## src/assert_macros.svh

```systemverilog
// Assertion macros shared by the address decoder RTL.
// Depends on nothing; included by the modules that carry assertions.
`ifndef ASSERT_MACROS_SVH
`define ASSERT_MACROS_SVH

// Same-cycle implication, disabled while reset is asserted.
`define ASSERT_IMPLY(label, clk, rstn, ante, cons) \
    label: assert property (@(posedge clk) disable iff (!rstn) (ante) |-> (cons)) \
        else $error("assertion failed in address decoder");

// Next-cycle implication, disabled while reset is asserted.
`define ASSERT_NEXT(label, clk, rstn, ante, cons) \
    label: assert property (@(posedge clk) disable iff (!rstn) (ante) |=> (cons)) \
        else $error("assertion failed in address decoder");

`endif

```

## src/iord_pkg.sv

```systemverilog
// Package for the I/O region address decoder: field widths, request and
// status codes, and the request/response structs. Depends on nothing.
`timescale 1ns / 1ps

package iord_pkg;

    localparam int ADDR_W   = 32;
    localparam int DATA_W   = 32;
    localparam int PAGES_W  = 21;
    localparam int SIZE_W   = 2;
    localparam int REQ_W    = 2;
    localparam int RNUM_W   = 4;
    localparam int STATUS_W = 3;

    localparam int MAX_REGIONS_DEF = 16;
    localparam int PAGE_SHIFT_DEF  = 12;

    typedef enum logic [REQ_W-1:0] {
        REQ_ADD   = 2'd0,
        REQ_READ  = 2'd1,
        REQ_WRITE = 2'd2
    } req_kind_t;

    typedef enum logic [SIZE_W-1:0] {
        SIZE_BYTE = 2'd0,
        SIZE_HALF = 2'd1,
        SIZE_WORD = 2'd2
    } size_t;

    typedef enum logic [STATUS_W-1:0] {
        ST_OK         = 3'd0,
        ST_MISALIGNED = 3'd1,
        ST_UNMAPPED   = 3'd2,
        ST_OVERLAP    = 3'd3,
        ST_FULL       = 3'd4,
        ST_BAD_REGION = 3'd5
    } status_t;

    typedef struct packed {
        logic [REQ_W-1:0]   req_type;
        logic [ADDR_W-1:0]  address;
        logic [SIZE_W-1:0]  access_size;
        logic [DATA_W-1:0]  write_data;
        logic [PAGES_W-1:0] region_pages;
    } req_t;

    typedef struct packed {
        status_t            status;
        logic [RNUM_W-1:0]  region_number;
        logic [ADDR_W-1:0]  region_offset;
        logic               is_write;
        logic [SIZE_W-1:0]  out_size;
        logic [DATA_W-1:0]  out_data;
    } rsp_t;

endpackage

```

## src/iord_table.sv

```systemverilog
// Region table of the I/O region address decoder: stored ranges, add checks
// and access lookup. Depends on iord_pkg and assert_macros.svh.
`timescale 1ns / 1ps
`include "assert_macros.svh"

module iord_table #(
    parameter int MAX_REGIONS = iord_pkg::MAX_REGIONS_DEF,
    parameter int PAGE_SHIFT  = iord_pkg::PAGE_SHIFT_DEF
) (
    input  logic           aclk,
    input  logic           aresetn,
    input  iord_pkg::req_t req,
    input  logic           req_take,
    output iord_pkg::rsp_t rsp
);

    localparam int PN_W  = iord_pkg::ADDR_W - PAGE_SHIFT;
    localparam int SUM_W = ((PN_W > iord_pkg::PAGES_W) ? PN_W : iord_pkg::PAGES_W) + 1;
    localparam int IDX_W = (MAX_REGIONS > 1) ? $clog2(MAX_REGIONS) : 1;
    localparam int CNT_W = $clog2(MAX_REGIONS + 1);
    localparam logic [SUM_W-1:0] PAGE_SPACE = SUM_W'(1) << PN_W;

    logic [PN_W-1:0]              base_reg  [MAX_REGIONS];
    logic [iord_pkg::PAGES_W-1:0] count_reg [MAX_REGIONS];
    logic [MAX_REGIONS-1:0]       used_reg;
    logic [MAX_REGIONS-1:0]       used_next;
    logic [CNT_W-1:0]             cnt_reg;
    logic [CNT_W-1:0]             cnt_next;

    logic [SUM_W-1:0]       first_page;
    logic [SUM_W-1:0]       last_excl;
    logic [MAX_REGIONS-1:0] hit;
    logic [MAX_REGIONS-1:0] overlap;
    logic [IDX_W-1:0]       hit_idx;
    logic [PN_W-1:0]        hit_base;
    logic                   bad_region;
    logic                   table_full;
    logic                   misaligned;
    logic                   add_ok;
    logic                   commit;
    logic [IDX_W-1:0]       wr_idx;

    assign first_page = SUM_W'(req.address[iord_pkg::ADDR_W-1:PAGE_SHIFT]);
    assign last_excl  = first_page + SUM_W'(req.region_pages);
    assign bad_region = (req.address[PAGE_SHIFT-1:0] != '0) || (last_excl > PAGE_SPACE);
    assign table_full = cnt_reg >= CNT_W'(MAX_REGIONS);
    assign wr_idx     = cnt_reg[IDX_W-1:0];

    // Regions never overlap, so at most one entry can hit an access page.
    always_comb begin
        for (int i = 0; i < MAX_REGIONS; i++) begin
            hit[i] = used_reg[i]
                && (first_page >= SUM_W'(base_reg[i]))
                && (first_page < SUM_W'(base_reg[i]) + SUM_W'(count_reg[i]));
            overlap[i] = used_reg[i] && (count_reg[i] != '0)
                && (first_page < SUM_W'(base_reg[i]) + SUM_W'(count_reg[i]))
                && (SUM_W'(base_reg[i]) < last_excl);
        end
    end

    always_comb begin
        hit_idx  = '0;
        hit_base = '0;
        for (int i = MAX_REGIONS - 1; i >= 0; i--) begin
            if (hit[i]) begin
                hit_idx  = IDX_W'(i);
                hit_base = base_reg[i];
            end
        end
    end

    always_comb begin
        case (req.access_size)
            iord_pkg::SIZE_BYTE: misaligned = 1'b0;
            iord_pkg::SIZE_HALF: misaligned = req.address[0];
            iord_pkg::SIZE_WORD: misaligned = |req.address[1:0];
            default:             misaligned = 1'b1;
        endcase
    end

    always_comb begin
        rsp    = '0;
        add_ok = 1'b0;
        case (req.req_type)
            iord_pkg::REQ_ADD: begin
                if (bad_region) begin
                    rsp.status = iord_pkg::ST_BAD_REGION;
                end else if (table_full) begin
                    rsp.status = iord_pkg::ST_FULL;
                end else if ((req.region_pages != '0) && (|overlap)) begin
                    rsp.status = iord_pkg::ST_OVERLAP;
                end else begin
                    rsp.status        = iord_pkg::ST_OK;
                    rsp.region_number = iord_pkg::RNUM_W'(cnt_reg);
                    add_ok            = 1'b1;
                end
            end
            iord_pkg::REQ_READ, iord_pkg::REQ_WRITE: begin
                rsp.is_write = (req.req_type == iord_pkg::REQ_WRITE);
                rsp.out_size = req.access_size;
                if (misaligned) begin
                    rsp.status = iord_pkg::ST_MISALIGNED;
                end else if (|hit) begin
                    rsp.status        = iord_pkg::ST_OK;
                    rsp.region_number = iord_pkg::RNUM_W'(hit_idx);
                    rsp.region_offset = req.address
                        - (iord_pkg::ADDR_W'(hit_base) << PAGE_SHIFT);
                    rsp.out_data      = rsp.is_write ? req.write_data : '0;
                end else begin
                    rsp.status = iord_pkg::ST_UNMAPPED;
                end
            end
            default: begin
                rsp = '0;
            end
        endcase
    end

    // The table changes only when a successful add leaves the input stage.
    assign commit = req_take && add_ok;

    always_comb begin
        used_next = used_reg;
        cnt_next  = cnt_reg;
        if (commit) begin
            used_next[wr_idx] = 1'b1;
            cnt_next          = cnt_reg + CNT_W'(1);
        end
    end

    always_ff @(posedge aclk) begin
        if (!aresetn) begin
            used_reg <= '0;
            cnt_reg  <= '0;
        end else begin
            used_reg <= used_next;
            cnt_reg  <= cnt_next;
        end
    end

    always_ff @(posedge aclk) begin
        if (commit) begin
            base_reg[wr_idx]  <= req.address[iord_pkg::ADDR_W-1:PAGE_SHIFT];
            count_reg[wr_idx] <= req.region_pages;
        end
    end

    `ASSERT_IMPLY(a_cnt_range, aclk, aresetn, 1'b1, cnt_reg <= CNT_W'(MAX_REGIONS))
    `ASSERT_NEXT(a_cnt_step, aclk, aresetn, commit, cnt_reg == $past(cnt_reg) + CNT_W'(1))
    `ASSERT_IMPLY(a_hit_unique, aclk, aresetn, 1'b1, $onehot0(hit))

endmodule

```

## src/io_region_address_decoder.sv

```systemverilog
// Top level of the I/O region address decoder: input and result registers
// around the region table. Depends on iord_pkg, iord_table, assert_macros.svh.
//
// Usage:
//   Requests enter on the s_ channel (valid/ready): an add installs a region of
//   s_region_pages pages at page-aligned base s_address and is answered with
//   the assigned region number; a read or write is checked for natural
//   alignment and looked up, and is answered with region number, offset from
//   the region base, direction, size and, for writes, the write data.
//   Results leave on the m_ channel (valid/ready), one per request, in order.
//   Request type three is accepted and dropped without a result.
//   Each request passes through the input register, then the result register,
//   before its result appears on the m_ channel. Throughput: one request per
//   cycle while m_ready stays high; the table lookup and add checks sit in one
//   combinational pass between the two registers, and an add updates the table
//   as it leaves the input register, so the next request already sees it.
//   Reset (aresetn low, synchronous) empties the region table and both
//   registers. When the receiver stalls, the result register holds, one more
//   request is taken into the input register, and then s_ready drops.
`timescale 1ns / 1ps
`include "assert_macros.svh"

module io_region_address_decoder #(
    parameter int MAX_REGIONS = iord_pkg::MAX_REGIONS_DEF,
    parameter int PAGE_SHIFT  = iord_pkg::PAGE_SHIFT_DEF
) (
    input  logic                            aclk,
    input  logic                            aresetn,
    input  logic                            s_valid,
    output logic                            s_ready,
    input  logic [iord_pkg::REQ_W-1:0]      s_req_type,
    input  logic [iord_pkg::ADDR_W-1:0]     s_address,
    input  logic [iord_pkg::SIZE_W-1:0]     s_access_size,
    input  logic [iord_pkg::DATA_W-1:0]     s_write_data,
    input  logic [iord_pkg::PAGES_W-1:0]    s_region_pages,
    output logic                            m_valid,
    input  logic                            m_ready,
    output logic [iord_pkg::STATUS_W-1:0]   m_status,
    output logic [iord_pkg::RNUM_W-1:0]     m_region_number,
    output logic [iord_pkg::ADDR_W-1:0]     m_region_offset,
    output logic                            m_is_write,
    output logic [iord_pkg::SIZE_W-1:0]     m_out_size,
    output logic [iord_pkg::DATA_W-1:0]     m_out_data
);

    logic           in_valid_reg;
    logic           in_valid_next;
    iord_pkg::req_t in_req_reg;
    logic           out_valid_reg;
    logic           out_valid_next;
    iord_pkg::rsp_t out_rsp_reg;
    iord_pkg::rsp_t rsp;
    logic           s_fire;
    logic           advance;
    logic           req_known;
    logic           fail_clean;

    assign advance   = in_valid_reg && (!out_valid_reg || m_ready);
    assign s_ready   = !in_valid_reg || advance;
    assign s_fire    = s_valid && s_ready;
    assign req_known = s_req_type inside {iord_pkg::REQ_ADD, iord_pkg::REQ_READ,
                                          iord_pkg::REQ_WRITE};

    iord_table #(
        .MAX_REGIONS (MAX_REGIONS),
        .PAGE_SHIFT  (PAGE_SHIFT)
    ) u_table (
        .aclk     (aclk),
        .aresetn  (aresetn),
        .req      (in_req_reg),
        .req_take (advance),
        .rsp      (rsp)
    );

    // An unused request type is taken off the channel but never occupies the stage.
    always_comb begin
        if (s_fire) begin
            in_valid_next = req_known;
        end else if (advance) begin
            in_valid_next = 1'b0;
        end else begin
            in_valid_next = in_valid_reg;
        end
    end

    always_comb begin
        if (advance) begin
            out_valid_next = 1'b1;
        end else if (m_ready) begin
            out_valid_next = 1'b0;
        end else begin
            out_valid_next = out_valid_reg;
        end
    end

    always_ff @(posedge aclk) begin
        if (!aresetn) begin
            in_valid_reg  <= 1'b0;
            out_valid_reg <= 1'b0;
        end else begin
            in_valid_reg  <= in_valid_next;
            out_valid_reg <= out_valid_next;
        end
    end

    always_ff @(posedge aclk) begin
        if (s_fire) begin
            in_req_reg.req_type     <= s_req_type;
            in_req_reg.address      <= s_address;
            in_req_reg.access_size  <= s_access_size;
            in_req_reg.write_data   <= s_write_data;
            in_req_reg.region_pages <= s_region_pages;
        end
        if (advance) begin
            out_rsp_reg <= rsp;
        end
    end

    assign m_valid         = out_valid_reg;
    assign m_status        = out_rsp_reg.status;
    assign m_region_number = out_rsp_reg.region_number;
    assign m_region_offset = out_rsp_reg.region_offset;
    assign m_is_write      = out_rsp_reg.is_write;
    assign m_out_size      = out_rsp_reg.out_size;
    assign m_out_data      = out_rsp_reg.out_data;

    assign fail_clean = (m_region_offset == '0) && (m_out_data == '0)
                     && (m_region_number == '0);

    `ASSERT_IMPLY(a_ready_low, aclk, aresetn, !s_ready, in_valid_reg && out_valid_reg && !m_ready)
    `ASSERT_NEXT(a_advance_fills, aclk, aresetn, advance, m_valid)
    `ASSERT_IMPLY(a_fail_zero, aclk, aresetn, m_valid && (m_status != iord_pkg::ST_OK), fail_clean)

endmodule
```

## config.mk

```make
export PLATFORM = sky130hd
export DESIGN_NAME = io_region_address_decoder
export DESIGN_NICKNAME = d
export VERILOG_FILES = /design/src/iord_pkg.sv /design/src/iord_table.sv /design/src/io_region_address_decoder.sv
export VERILOG_INCLUDE_DIRS = /design/src /design/src/src
export SDC_FILE = /design/constraint.sdc
export NUM_CORES = 2
export LEC_CHECK = 0
export BUFFER_PORTS_ARGS = -buffer_cell sky130_fd_sc_hd__buf_2
export CAP_MARGIN = 20
export CORE_MARGIN = 10
export CORE_UTILIZATION = 60
export DETAILED_ROUTE_END_ITERATION = 16
export PLACE_DENSITY = 0.73
export SETUP_SLACK_MARGIN = 0.5
export SLEW_MARGIN = 20
export SYNTH_ARGS = -nofsm -noshare
export SYNTH_HDL_FRONTEND = slang
export SYNTH_SLANG_ARGS = --single-unit
```

## constraint.sdc

```tcl
create_clock -name aclk -period 14.6 [get_ports aclk]
set_input_delay 0.73 -clock aclk [delete_from_list [all_inputs] [get_ports aclk]]
set_output_delay 0.73 -clock aclk [all_outputs]
set_load 0.02 [all_outputs]
```

## After elaboration in Yosys (flattened, before gate mapping)

Memories as Yosys holds them, arrays and structs flattened.
Index checks and enable logic that the tools add are counted.

| cells by class | value |
|---|---|
| magnitude comparators | 52 |
| bitwise operators | 4 |
| add/sub/neg operators | 19 |
| divide/modulo/power cells | 0 |
| $mul | 0 |
| equal/unequal tests | 6 |
| shift operators | 0 |
| reduce and logical (&&, ||, !) cells | 120 |
| muxes and demuxes | 56 |

Operators with widths:

| operator | number |
|---|---|
| $lt A20 B22 Y1 | 32 |
| $add A20 B21 Y22 | 17 |
| $reduce_bool A21 Y1 | 17 |
| $ge A20 B20 Y1 | 16 |
| $mux W20 | 16 |
| $logic_and A1 B1 Y1 | 85 |
| $mux W4 | 19 |
| $mux W36 | 2 |
| $reduce_or A16 Y1 | 2 |
| $sub A32 B32 Y32 | 1 |
| $gt A22 B21 Y1 const B | 1 |
| $or A16 B16 Y16 | 1 |
| $pmux W7 S2 | 1 |
| $reduce_bool A12 Y1 | 1 |
| $mux W1 | 11 |
| $mux W3 | 3 |
| $eq A2 B1 Y1 const B | 3 |
| $eq A2 B2 Y1 const B | 3 |
| $logic_not A2 Y1 | 3 |
| $add A5 B1 Y5 const B | 1 |
| $ge A5 B5 Y1 const B | 1 |
| $lt A4 B5 Y1 const B | 1 |
| $demux W1 S4 | 1 |
| $ge A4 B1 Y1 const B | 1 |
| 10 further kinds | 18 |

| word-level totals | value |
|---|---|
| RAM bits | 656 |
| bits in registers | 186 |
| memories kept | 2 |
| bits of input ports | 93 |
| bits in latches | 0 |
| ROM bits | 0 |

Memory list:

| memory | depth | bits a word | rd ports | clocked after Yosys merged registers in | write ports | RTL line | source |
|---|---|---|---|---|---|---|---|
| u_table.count_reg | 16 | 21 | 16 | 0 | 1 | iord_table.sv:24 | `logic [iord_pkg::PAGES_W-1:0] count_reg [MAX_REGIONS];` |
| u_table.base_reg | 16 | 20 | 16 | 0 | 1 | iord_table.sv:23 | `logic [PN_W-1:0] base_reg [MAX_REGIONS];` |

## Logic depth before layout (Yosys ltp)

An unclocked memory read counts as a cell.

| logic depth | value |
|---|---|
| word-level depth | 24 |
| mapped depth | 43 |
| mapped depth without buffers | 42 |

## Modules after synthesis

From an unflattened synthesis, not the netlist that was laid out.

| unflattened totals | value |
|---|---|
| cell total of the unflattened synthesis | 6433 |
| area, all modules | 67282.0 um2 |

By module, submodules not included:

| module | instances | cells each | area an instance (um2) |
|---|---|---|---|
| iord_table | 1 | 6261 | 62277.2 |
| io_region_address_decoder | 1 | 172 | 5004.8 |

## Least setup slack after synthesis

No wires, ideal clock.

| timing | value |
|---|---|
| kind | register -> register |
| start | mem u_table.base_reg[13][4] in the netlist's numbering |
| end | reg out_rsp_reg, in the netlist m_region_offset[30] (data pin) |
| cell stages (with the launch flop) | 43 |
| slack | 6.719 ns |
| setup time | 0.266 ns |
| arrival time | 7.615 ns |
| path buffers | 1 |
| required time | 14.334 ns |
| cells stage by stage | edfxtp_1 > ha_1 > or4_1 > a31o_1 > a311o_1 > a21oi_1 > o21ai_0 > a21oi_1 > o21bai_1 > a21o_1 > a21o_1 > a21o_1 > a21oi_1 > xor2_1 > ha_1 > o211ai_1 > a21oi_1 > o21ai_0 > [7 not listed] > o31ai_1 > a21oi_1 > o21ai_0 > ha_1 > fa_1 > nor2b_1 > o21ai_0 > a21boi_0 > o21ai_0 > a21oi_1 > o21ai_0 > a21oi_1 > o311a_1 > o21a_1 > o21ai_0 > a21oi_1 > xnor2_1 > nor2_1 |

RTL lines:

| what | RTL line | source |
|---|---|---|
| from (decl) | iord_table.sv:23 |  |
| to (signal assigned) | io_region_address_decoder.sv:115 | `out_rsp_reg <= rsp;` |
| to (decl) | io_region_address_decoder.sv:51 | `iord_pkg::rsp_t out_rsp_reg;` |

==> results.sh <==
export IMPL_outcome="finished, final reports clean"
export IMPL_cap_violations=0
export IMPL_via_per_inst=7.12
export IMPL_start_kind="flip-flop"
export IMPL_regArea_mm2=0.0251
export IMPL_finalMaxSlewViolations=0
export IMPL_syn_area_mm2=0.0671
export IMPL_core_area_mm2=0.111
export IMPL_synth_yosys_warnings=0
export IMPL_setup_viol=0
export IMPL_worstReg2RegEnd="m_region_offset[30]"
export IMPL_port_buffers=168
export IMPL_synth_top_area_frac=0.367
export IMPL_synth_edf_count=819
export IMPL_nets=8117
export IMPL_cts_tree="built"
export IMPL_routed_wl_met2_um=107000
export IMPL_hold_buffers=0
export IMPL_antenna_found_initial=32
export IMPL_dr_first_iter_drc_count=8417
export IMPL_yosysTopAreaCell="edfxtp_1"
export IMPL_syn_inst=6416
export IMPL_crit_path_frequent_cell="o21ai_0"
export IMPL_yosysMostFrequentCell="ha_1"
export IMPL_grt_max_degree=67
export IMPL_area_delta_synth_final_pct=10.1
export IMPL_grt_overflow=0
export IMPL_rsz0062_at_grt="no"
export IMPL_tns_ps=0
export IMPL_max_vdd_ir_drop_mv=0.107
export IMPL_period_needed_ps=9730
export IMPL_ys_seq_area_frac=0.373
export IMPL_ys_flop_type="edfxtp_1"
export IMPL_synth_avg_cell_area_um2=10.5
export IMPL_first_pass_iters=8
export IMPL_clkLatencyLatePin_ps=730
export IMPL_ctsLongestPathBuffers=3
export IMPL_drcViolationCount=0
export IMPL_crit_fanout=16
export IMPL_synthTopCellsByCount="1294 x ha_1, 819 x edfxtp_1, 508 x a21oi_1, 432 x inv_1, 339 x o21ai_0"
export IMPL_die_y_um=354
export IMPL_synth_seq_cells=842
export IMPL_cp_slowest_stage_delay_ps=660
export IMPL_ys_async_sr_fraction=0
export IMPL_end_kind="flip-flop"
export IMPL_worst_pin_slew_ps=1150
export IMPL_initial_core_util=0.605
export IMPL_grt_pass1_wl_um=374000
export IMPL_largest_reg_flops=336
export IMPL_wl_per_cell_um=31.5
export IMPL_r2r_slack_ps=4870
export IMPL_finClkSkew_ps=45.8
export IMPL_drtAntennaViolNets=0
export IMPL_drt_met1_wl_um=95200
export IMPL_worst_hold_slack_ps=183
export IMPL_synth_fp_nets=7821
export IMPL_wl_met3_um=40400
export IMPL_num_vias=59339
export IMPL_powerDensity_mw_per_mm2=83.9
export IMPL_top_layer="met5"
export IMPL_rr_startpoint="u_table.base_reg[3][0]"
export IMPL_fp_dieW_um=354
export IMPL_min_period_over_period=0.667
export IMPL_postCtsSetupBuffers=0
export IMPL_synthTopCellsByArea="edfxtp_1 37%, ha_1 24%, a21oi_1 3.8%"
export IMPL_htree_levels=3
export IMPL_clk_pin_slew_ps=60
export IMPL_drt_total_wl_um=263000
export IMPL_track_usage=0.405
export IMPL_hpwl_um=182000
export IMPL_fmax_ghz=0.103
export IMPL_reg2reg_depth=34
export IMPL_gpl_final_weighted_congestion=1.08
export IMPL_cts_resized_gates=0
export IMPL_ys_types=92
export IMPL_drive_gt1_frac=0.0731
export IMPL_critPathRequiredTime_ps=15020
export IMPL_cp_slowest_cell="a2111oi_0"
export IMPL_worstSetupPathType="reg2reg"
export IMPL_hold_path_class="in2reg"
export IMPL_numClockSinks=842
export IMPL_max_slew_margin_rel=0.222
export IMPL_hold_viol_final=0
export IMPL_multiInputGateArea_mm2=0.0405
export IMPL_dieArea_mm2=0.126
export IMPL_num_io_pins=169
export IMPL_leakagePower_nw=31.8
export IMPL_rows=122
export IMPL_root_buffer="clkbuf_16"
export IMPL_startpoint="u_table.base_reg[3][0]"
export IMPL_cp_arrival_ps=10150
export IMPL_fill_cells=8705
export IMPL_cts_buffers=92
export IMPL_first_global_vias=55428
export IMPL_setup_worst_path_end="m_region_offset[30]"
## worst min-delay path by stage
stage                         startpoint                   end  depth (start not counted)
finish                 s_region_pages[3]         in_req_reg[3]                          1
global route           s_region_pages[3]         in_req_reg[3]                          1
CTS                    s_region_pages[3]         in_req_reg[3]                          1
detailed placement          in_valid_reg               m_valid                          2
global placement            in_valid_reg               m_valid                          2
floorplan           u_table.used_reg[15]  u_table.used_reg[15]                          2
## critical path, delay by kind of cell, from the launching register on
| family | cells | cell delay (ps) |
|---|---|---|
| adder cells (fa/ha/maj) | 3 | 910 |
| XOR/XNOR | 2 | 310 |
| AND/OR/NAND/NOR | 7 | 2020 |
| flip-flops | 1 | 560 |
| buffers and inverters | 1 | 210 |
| AO/OA/AOI/OAI | 21 | 5390 |
## per-layer routing
layer / vias up / GRT usage
li1: 25637 / -
met1: 28192 / 0.525
met2: 4476 / 0.576
met3: 1024 / 0.129
met4: 10 / 0.268
met5: - / 0
## cell usage in the layout (no fill, tap or decap), drive strengths merged, types with 125 or more instances in the layout
master | Yosys | layout
nand2 | 222 | 222
nor2 | 334 | 334
buf | 6 | 274
nand3 | 125 | 125
xor2 | 173 | 173
inv | 436 | 450
a21o | 303 | 303
a21oi | 509 | 509
o21ai | 382 | 382
edfxtp | 819 | 819
ha | 1294 | 1294
## where the power goes
group	leakage [nW]	internal, W	total (W)	switching, W
combinational	22.7	0.000340	0.00109	0.000745
sequential	7.68	0.00267	0.00268	0.0000120
clock	1.48	0.00134	0.00243	0.00109
total	31.8	0.00436	0.00620	0.00185
## area by class of cell
cell class                 count  area share
multi-input combinational   5065       0.548
clock buffer                 108      0.0325
antenna                       54     0.00183
clock inverter                62     0.00880
timing repair buffer         274      0.0228
sequential                   842       0.339
tap                         1488      0.0252
inverter                     437      0.0222
## cells by family (layout without fill, tap and decap cells)
kind of cell    count (synthesis)  count (layout)  share of synthesized area
compound gates               2030            2030                      0.202
xor+xnor                      296             296                     0.0386
fa+ha+maj                    1312            1312                      0.247
buf+inv                       509             881                     0.0287
flops                         842             842                      0.373
mux                             4               4                   0.000615
other cells                     0              54                          0
simple gates                 1423            1423                      0.110
## through the flow
stage,power [W],setup WS (ps),cell area [µm²],cells,utilization
2_1_floorplan,0.00328,6720,67100,6416,-
3_3_place_gp,0.00372,5070,70700,8105,0.638
3_5_place_dp,0.00375,5190,70700,8106,0.638
4_1_cts,0.00614,5150,73800,8276,0.666
5_1_grt,0.00634,4310,73800,8278,0.666
6_report,0.00620,4870,73900,8330,0.667
Note: power is estimated with default switching activity, not from simulation.
